<file path="src/rtl/core/signed_int64_alu_top_assert.svh">
// ---------------------------------------------------------------------------
// assertion macros for the signed 64-bit alu
// ---------------------------------------------------------------------------
`ifndef SIGNED_INT64_ALU_TOP_ASSERT_SVH
`define SIGNED_INT64_ALU_TOP_ASSERT_SVH
`ifndef SYNTHESIS
`define SIA_ASSERT_IMP(label, clk, rst_n, ante, cons) \
  label: assert property (@(posedge clk) disable iff (!rst_n) (ante) |-> (cons)) \
    else $error("assertion failed");
`define SIA_ASSERT_NXT(label, clk, rst_n, ante, cons) \
  label: assert property (@(posedge clk) disable iff (!rst_n) (ante) |=> (cons)) \
    else $error("assertion failed");
`else
`define SIA_ASSERT_IMP(label, clk, rst_n, ante, cons)
`define SIA_ASSERT_NXT(label, clk, rst_n, ante, cons)
`endif
`endif

</file>
<file path="src/rtl/core/sia_pkg.sv">
// ---------------------------------------------------------------------------
// sia_pkg
// types and constants shared by the alu front and back ends
// ---------------------------------------------------------------------------
`timescale 1ns / 1ps
package sia_pkg;
  localparam int unsigned DivSteps = 64;
  localparam int unsigned DivLat = DivSteps + 2;

  typedef enum logic [4:0] {
    OP_ADD = 5'd0, OP_SUB = 5'd1, OP_MUL = 5'd2, OP_OR = 5'd3, OP_XOR = 5'd4,
    OP_AND = 5'd5, OP_SHL = 5'd6, OP_SHR = 5'd7, OP_DIV = 5'd8, OP_MOD = 5'd9,
    OP_LT = 5'd10, OP_GT = 5'd11, OP_EQ = 5'd12, OP_NE = 5'd13, OP_LE = 5'd14,
    OP_GE = 5'd15, OP_LAND = 5'd16, OP_LOR = 5'd17, OP_NEG = 5'd18,
    OP_PLUS = 5'd19, OP_NOT = 5'd20
  } op_t;

  typedef enum logic [1:0] {
    ST_OK = 2'd0, ST_DIVZERO = 2'd1, ST_BADOP = 2'd2, ST_RSVD = 2'd3
  } status_t;

  // how the back end finishes an item
  typedef enum logic [1:0] {
    K_SIMPLE = 2'd0, K_MUL = 2'd1, K_DIV = 2'd2
  } kind_t;

  typedef struct packed {
    kind_t       kind;
    logic        is_mod;
    logic        neg_res;
    logic [63:0] val;   // finished value for simple ops, multiplicand for multiply, dividend magnitude for divide
    logic [63:0] aux;   // divisor magnitude or multiplier operand
    status_t     st;
  } cmd_t;
endpackage

</file>
<file path="src/rtl/core/sia_queue.sv">
// ---------------------------------------------------------------------------
// sia_queue
// two-entry queue between front and back ends
// ---------------------------------------------------------------------------
`timescale 1ns / 1ps
module sia_queue (
  input  logic          clk,
  input  logic          rst_n,
  input  logic          wr_valid,
  output logic          wr_ready,
  input  sia_pkg::cmd_t wr_data,
  output logic          rd_valid,
  input  logic          rd_ready,
  output sia_pkg::cmd_t rd_data
);
  import sia_pkg::*;
  cmd_t mem_r [2];
  logic wp_r, rp_r;
  logic [1:0] cnt_r;
  logic do_wr, do_rd;
  assign wr_ready = cnt_r != 2'd2;
  assign rd_valid = cnt_r != 2'd0;
  assign rd_data = mem_r[rp_r];
  assign do_wr = wr_valid && wr_ready;
  assign do_rd = rd_valid && rd_ready;
  always_ff @(posedge clk) begin
    if (do_wr) mem_r[wp_r] <= wr_data;
    if (!rst_n) begin
      wp_r <= 1'b0;
      rp_r <= 1'b0;
      cnt_r <= 2'd0;
    end else begin
      if (do_wr) wp_r <= !wp_r;
      if (do_rd) rp_r <= !rp_r;
      cnt_r <= cnt_r + {1'b0, do_wr} - {1'b0, do_rd};
    end
  end
endmodule

</file>
<file path="config.mk">
export PLATFORM = sky130hd
export DESIGN_NAME = sia_queue
export DESIGN_NICKNAME = d
export VERILOG_FILES = /design/src/rtl/core/signed_int64_alu_top_assert.svh /design/src/rtl/core/sia_pkg.sv /design/src/rtl/core/sia_queue.sv
export SDC_FILE = /design/constraint.sdc
export NUM_CORES = 1
export LEC_CHECK = 0
export ABC_AREA = 1
export BUFFER_PORTS_ARGS = -buffer_cell sky130_fd_sc_hd__buf_2
export CORE_MARGIN = 2
export CORE_UTILIZATION = 45
export CTS_CLUSTER_DIAMETER = 60
export DETAILED_ROUTE_END_ITERATION = 8
export PLACE_DENSITY = 0.74
export SKIP_LAST_GASP = 1
export SLEW_MARGIN = 20
export SYNTH_ARGS = -nofsm -noshare
export SYNTH_HDL_FRONTEND = slang
export SYNTH_SLANG_ARGS = --single-unit
</file>
<file path="constraint.sdc">
create_clock -name clk -period 9.5 [get_ports clk]
set_input_delay 0.95 -clock clk [delete_from_list [all_inputs] [get_ports clk]]
set_output_delay 0.95 -clock clk [all_outputs]
set_load 0.005 [all_outputs]
</file>
==> impl_metrics.env, run 1 <==
export IMPL_hold_class="reg2reg"
export IMPL_layout_min_cycle_time_ns=4.28
export IMPL_cts_buffer_depth=3
export IMPL_synth_top_area_share_pct=79.4
export IMPL_final_core_util_pct=57.9
export IMPL_p_total_w=0.00334
export IMPL_vdd_drop_max_uv=167
export IMPL_skew_ns=0.00983
export IMPL_nFillCells=1642
export IMPL_row_count=54
export IMPL_synth_area_per_cell_sq_um=22.4
export IMPL_drt_total_wl_um=19300
export IMPL_p_per_area_nw_per_um2=263
export IMPL_fmax_ghz=0.234
export IMPL_end_kind="output pin"
export IMPL_initial_utilization_pct=46.2
export IMPL_start_kind="flop"
export IMPL_setup_viol=0
export IMPL_synth_largest_area_cell="edfxtp_1"
export IMPL_io_pins=274
export IMPL_grt_ovfl_total=0
export IMPL_p_leak_nw=4.88
export IMPL_die_w_um=154
export IMPL_grt_pass1_wl_um=28700
export IMPL_grt_max_degree=54
export IMPL_clock_latency_ns=0.52
export IMPL_worstHoldPathCells=2
export IMPL_layout_drive_gt1_share_pct=59.4
export IMPL_slew_headroom_pct=30.5
export IMPL_post_cts_resized=0
export IMPL_area_growth_pct=25.3
export IMPL_ys_seq_area_share_pct=80.4
export IMPL_yosys_top_cells_area="edfxtp_1 79%, mux2_4 8.9%, mux2_2 8.2%"
export IMPL_ys_warn_count=0
export IMPL_avgRoutedWirePerCell_um=18.4
export IMPL_cp_num_cells=4
export IMPL_htree_levels=1
export IMPL_syn_area_sq_um=10100
export IMPL_cts_tree="built"
export IMPL_synth_nets=592
export IMPL_drt_pass1_iterations=4
export IMPL_critical_path_most_common_cell="buf_4"
export IMPL_die_area_sq_um=23700
export IMPL_grtUsageTotal_pct=15.6
export IMPL_drtIter0Drc=227
export IMPL_drc=0
export IMPL_max_stage_delay_ns=0.77
export IMPL_worstPathRequired_ns=8.55
export IMPL_drv_cap=0
export IMPL_finalWeightedCongestion=0.779
export IMPL_layout_cells_non_filler=1053
export IMPL_path_cells="buf_4, buf_4, mux2_2, buf_2"
export IMPL_cts_root_buf="clkbuf_16"
export IMPL_cts_setup_buffers=0
export IMPL_dp_hpwl_um=13100
export IMPL_post_route_period_util_pct=45.0
export IMPL_crit_buf_inv=3
export IMPL_tightest_slew_ns=1.04
export IMPL_dp_cells=998
export IMPL_ctsHoldBuffers=0
export IMPL_clock_sinks=273
export IMPL_crit_slowest_cell="buf_4"
export IMPL_nNetsFinal=887
export IMPL_crit_fanout=53
export IMPL_clkSlewWorstSetupHoldPaths_ns=0.06
export IMPL_synth_seq_cells=273
export IMPL_synth_cells=453
export IMPL_rsz0062_at_grt="no"
export IMPL_core_area_sq_um=22000
export IMPL_status="completed"
export IMPL_port_buffers=273
export IMPL_slew_violations=0
export IMPL_cts_buffers_inserted=28
export IMPL_ant_nets=0
export IMPL_hold_violations=0
export IMPL_fin_setup_tns_ns=0
export IMPL_antenna_found_initial=5
export IMPL_vias=5187
export IMPL_crit_family="buffers and inverters"
export IMPL_crit_type="reg2out"
export IMPL_grt_pass1_vias=5435
export IMPL_reg2regPathDepth=6
export IMPL_die_h_um=154
export IMPL_ys_types=13
export IMPL_via_per_inst=4.93
export IMPL_cp_arrival_ns=3.33
[routing by layer]
metal / GRT usage [%] / vias up / routed length, um
met4: 5.65 / 2 / 578
met2: 27.4 / 238 / 9660
li1: - / 2374 / -
met3: 5.27 / 44 / 1790
met1: 17.8 / 2529 / 7300
met5: 0 / - / 13
[cell usage in the layout, fill, tap and decap left out, drive strengths merged]
master / count
bufinv: 1
clkinv: 8
clkbuf: 41
nor2: 9
ha: 1
inv: 8
diode: 4
xnor2: 1
a21oi: 1
nand3: 1
buf: 280
nand2: 11
mux2: 134
edfxtp: 268
dfxtp: 5
[through the flow]
step           worst slack [ns]  area [sq um]  hold WS, ns
2_1_floorplan              2.18         10100        0.467
3_3_place_gp               5.67         11800        0.481
3_5_place_dp               5.54         11800        0.518
4_1_cts                    5.18         12700        0.535
5_1_grt                    5.01         12700        0.586
6_report                   5.22         12700        0.527
[state kept, by name, indices dropped and copies added, names as in the netlist, named ones only]
name   flops
rp_r       1
mem_r    268
cnt_r      2
wp_r       1
[where the power goes]
group | internal (W) | switching [W] | leakage (nW) | total [W]
registers | 0.00153 | 0.0000632 | 2.55 | 0.00159
clock network | 0.000617 | 0.000417 | 0.440 | 0.00103
logic | 0.000375 | 0.000340 | 1.90 | 0.000715
total | 0.00252 | 0.000821 | 4.88 | 0.00334
[synthesized netlist by cell type (all sizes together)]
cell type and number:
dfxtp 5, inv 7, nand2 11, edfxtp 268, nand3 1, buf 15
nor2 9, mux2 134, a21oi 1, ha 1, xnor2 1
[area by class of cell]
cell class / instances / area, sq um / area share (%)
Timing Repair Buffer: 280 / 1420 / 11.2
Tap cell: 280 / 350 / 2.76
Antenna cell: 4 / 10.0 / 0.0788
Clock inverter: 10 / 81.3 / 0.640
Inverter: 7 / 26.3 / 0.207
Clock buffer: 41 / 811 / 6.38
Sequential cell: 273 / 8150 / 64.2
Multi-Input combinational cell: 158 / 1860 / 14.6
[tightest hold or removal path: cells and delay by family, from the launching register on]
family           cells  cell delay [ns]
AND/OR/NAND/NOR      2             0.16
flip-flops           1             0.34
[path summary, 6_finish.rpt]
check / startpoint / to / slack, ns
hold / removal: rp_r / flop / 0.53
setup / recovery: flop / rd_data[41] / 5.22
setup reg to reg: cnt_r[0] / mem_r[0][40] / 6.10
hold reg to reg: rp_r / flop / 0.53
[kinds of logic (layout without fill, tap and decap cells)]
| family | count (synthesis) | count (layout) | synth area share, % |
|---|---|---|---|
| muxes | 134 | 134 | 17.1 |
| buffers and inverters | 22 | 338 | 1.49 |
| adders and majority gates | 1 | 1 | 0.123 |
| AOI/OAI and AO/OA | 1 | 1 | 0.0493 |
| other | 0 | 4 | 0 |
| and+or+nand+nor | 21 | 21 | 0.790 |
| DFF | 273 | 273 | 80.4 |
| xor gates and xnor gates | 1 | 1 | 0.0864 |
(Power assumes the default switching activity.)
==> run 2: changes to the inputs <==
- clock period: 9.5 -> 4.4 ns (I/O delays scaled with it)
==> run 2 against run 1 <==
  * Clock power up 130%
  * Highest routed layer unchanged
  * Critical path depth down 1
  * Combinational power up 120%
==> impl_metrics.env, run 2 (synthesis gave the netlist of run 1 again) <==
export IMPL_final_common_cell="buf_2"
export IMPL_dp_hpwl_um=12700
export IMPL_max_stage_delay_ns=0.74
export IMPL_hold_class="in2reg"
export IMPL_final_cell_mix="273 x buf_2, 268 x edfxtp_1, 74 x mux2_2"
export IMPL_crit_family="flip-flops"
export IMPL_grtUsageTotal_pct=15.7
export IMPL_hold_violations=0
export IMPL_initial_utilization_pct=46.2
export IMPL_rsz0062_at_grt="no"
export IMPL_p_per_area_nw_per_um2=574
export IMPL_skew_ns=0.0124
export IMPL_cts_buffer_depth=3
export IMPL_layout_min_cycle_time_ns=2.78
export IMPL_crit_type="reg2out"
export IMPL_largest_register="mem_r"
export IMPL_layout_drive_gt1_share_pct=59.1
export IMPL_clock_latency_ns=0.53
export IMPL_drt_pass1_iterations=4
export IMPL_port_buffers=273
export IMPL_setup_slack_ns=1.62
export IMPL_fmax_ghz=0.359
export IMPL_grt_max_degree=127
export IMPL_fin_setup_tns_ns=0
export IMPL_largest_reg_flops=268
export IMPL_top_regs="mem_r: 268 flops, cnt_r: 2 flops"
export IMPL_crit_buf_inv=2
export IMPL_area_growth_pct=25.7
export IMPL_cts_root_buf="clkbuf_16"
export IMPL_crit_slowest_cell="dfxtp_4"
export IMPL_cts_buffers_inserted=28
export IMPL_avgRoutedWirePerCell_um=18.4
export IMPL_crit_fanout=71
export IMPL_p_leak_nw=4.88
export IMPL_drtIter0Drc=322
export IMPL_cp_arrival_ns=2.34
export IMPL_die_area_sq_um=23700
export IMPL_core_area_sq_um=22000
export IMPL_setup_viol=0
export IMPL_row_count=54
export IMPL_htree_levels=1
export IMPL_slew_violations=0
export IMPL_cts_tree="built"
export IMPL_worstPathRequired_ns=3.96
export IMPL_path_cells="buf_12, mux2_2, buf_2"
export IMPL_via_per_inst=4.94
export IMPL_io_pins=274
export IMPL_end_kind="output pin"
export IMPL_post_route_period_util_pct=63.3
export IMPL_drc=0
export IMPL_start_kind="flop"
export IMPL_cts_setup_buffers=0
export IMPL_vias=5171
export IMPL_vdd_drop_max_uv=308
export IMPL_finalWeightedCongestion=0.737
export IMPL_antenna_found_initial=3
export IMPL_place_ws_ns=2.03
export IMPL_grt_ovfl_total=0
export IMPL_drt_total_wl_um=19300
export IMPL_post_cts_resized=0
export IMPL_die_w_um=154
export IMPL_drv_cap=0
export IMPL_grt_pass1_wl_um=29300
export IMPL_status="completed"
export IMPL_tightest_slew_ns=0.778
export IMPL_ant_nets=0
export IMPL_clkSlewWorstSetupHoldPaths_ns=0.06
export IMPL_die_h_um=154
export IMPL_ctsHoldBuffers=0
export IMPL_slew_headroom_pct=48.1
export IMPL_nNetsFinal=884
export IMPL_grt_pass1_vias=5532
export IMPL_clock_sinks=273
-- run 2: cell count changes in the layout (fill, tap and decap cells not counted), sizes merged --
cell      previous run  this run
clkinvlp             0         1
buf                280       277
bufinv               1         4
clkinv               8        10
inv                  8         7
clkbuf              41        35
diode                4         2
-- run 2: final cells by class --
cell class                      count  area [sq um]
Timing Repair Buffer              277          1430
Fill cell                        1651          9220
Tap cell                          280           350
Inverter                            7          26.3
Clock inverter                     15           170
Clock buffer                       35           748
Sequential cell                   273          8150
Multi-Input combinational cell    158          1860
Antenna cell                        2          5.00
-- run 2: path summary, 6_finish.rpt --
kind                                  start            end  slack (ns)  cells after the start
worst min register to register         rp_r           flop        0.50                      2
worst max-delay path                   flop    rd_data[39]        1.62                      3
worst min-delay path            wr_data[62]   mem_r[0][62]        0.10                      1
worst max register to register     cnt_r[0]  mem_r[1][125]        2.08                      5
-- run 2: per-layer routing --
metal / GRT usage (%) / vias to the layer above / routed length (um)
li1: - / 2369 / -
met1: 18.7 / 2550 / 7450
met4: 4.85 / 2 / 447
met3: 4.74 / 40 / 1510
met2: 27.4 / 210 / 9870
met5: 0 / - / 7
-- run 2: metrics by stage --
stage | std cells | total power (W) | hold slack [ns] | utilization, % | area [sq um]
finish | 1047 | 0.00732 | 0.101 | 58.0 | 12700
detailed placement | 995 | 0.00507 | 0.488 | 53.8 | 11800
global route | 1046 | 0.00765 | 0.0707 | 58.0 | 12700
floorplan | 453 | 0.00446 | 0.467 | - | 10100
CTS | 1045 | 0.00743 | 0.0701 | 58.0 | 12700
global placement | 995 | 0.00500 | 0.484 | 53.8 | 11800
-- run 2: power by group --
group	leakage [nW]	internal (W)	switching, W
Sequential	2.55	0.00330	0.000138
Combinational	1.89	0.000816	0.000734
Clock	0.446	0.00143	0.000900
Total	4.88	0.00555	0.00177
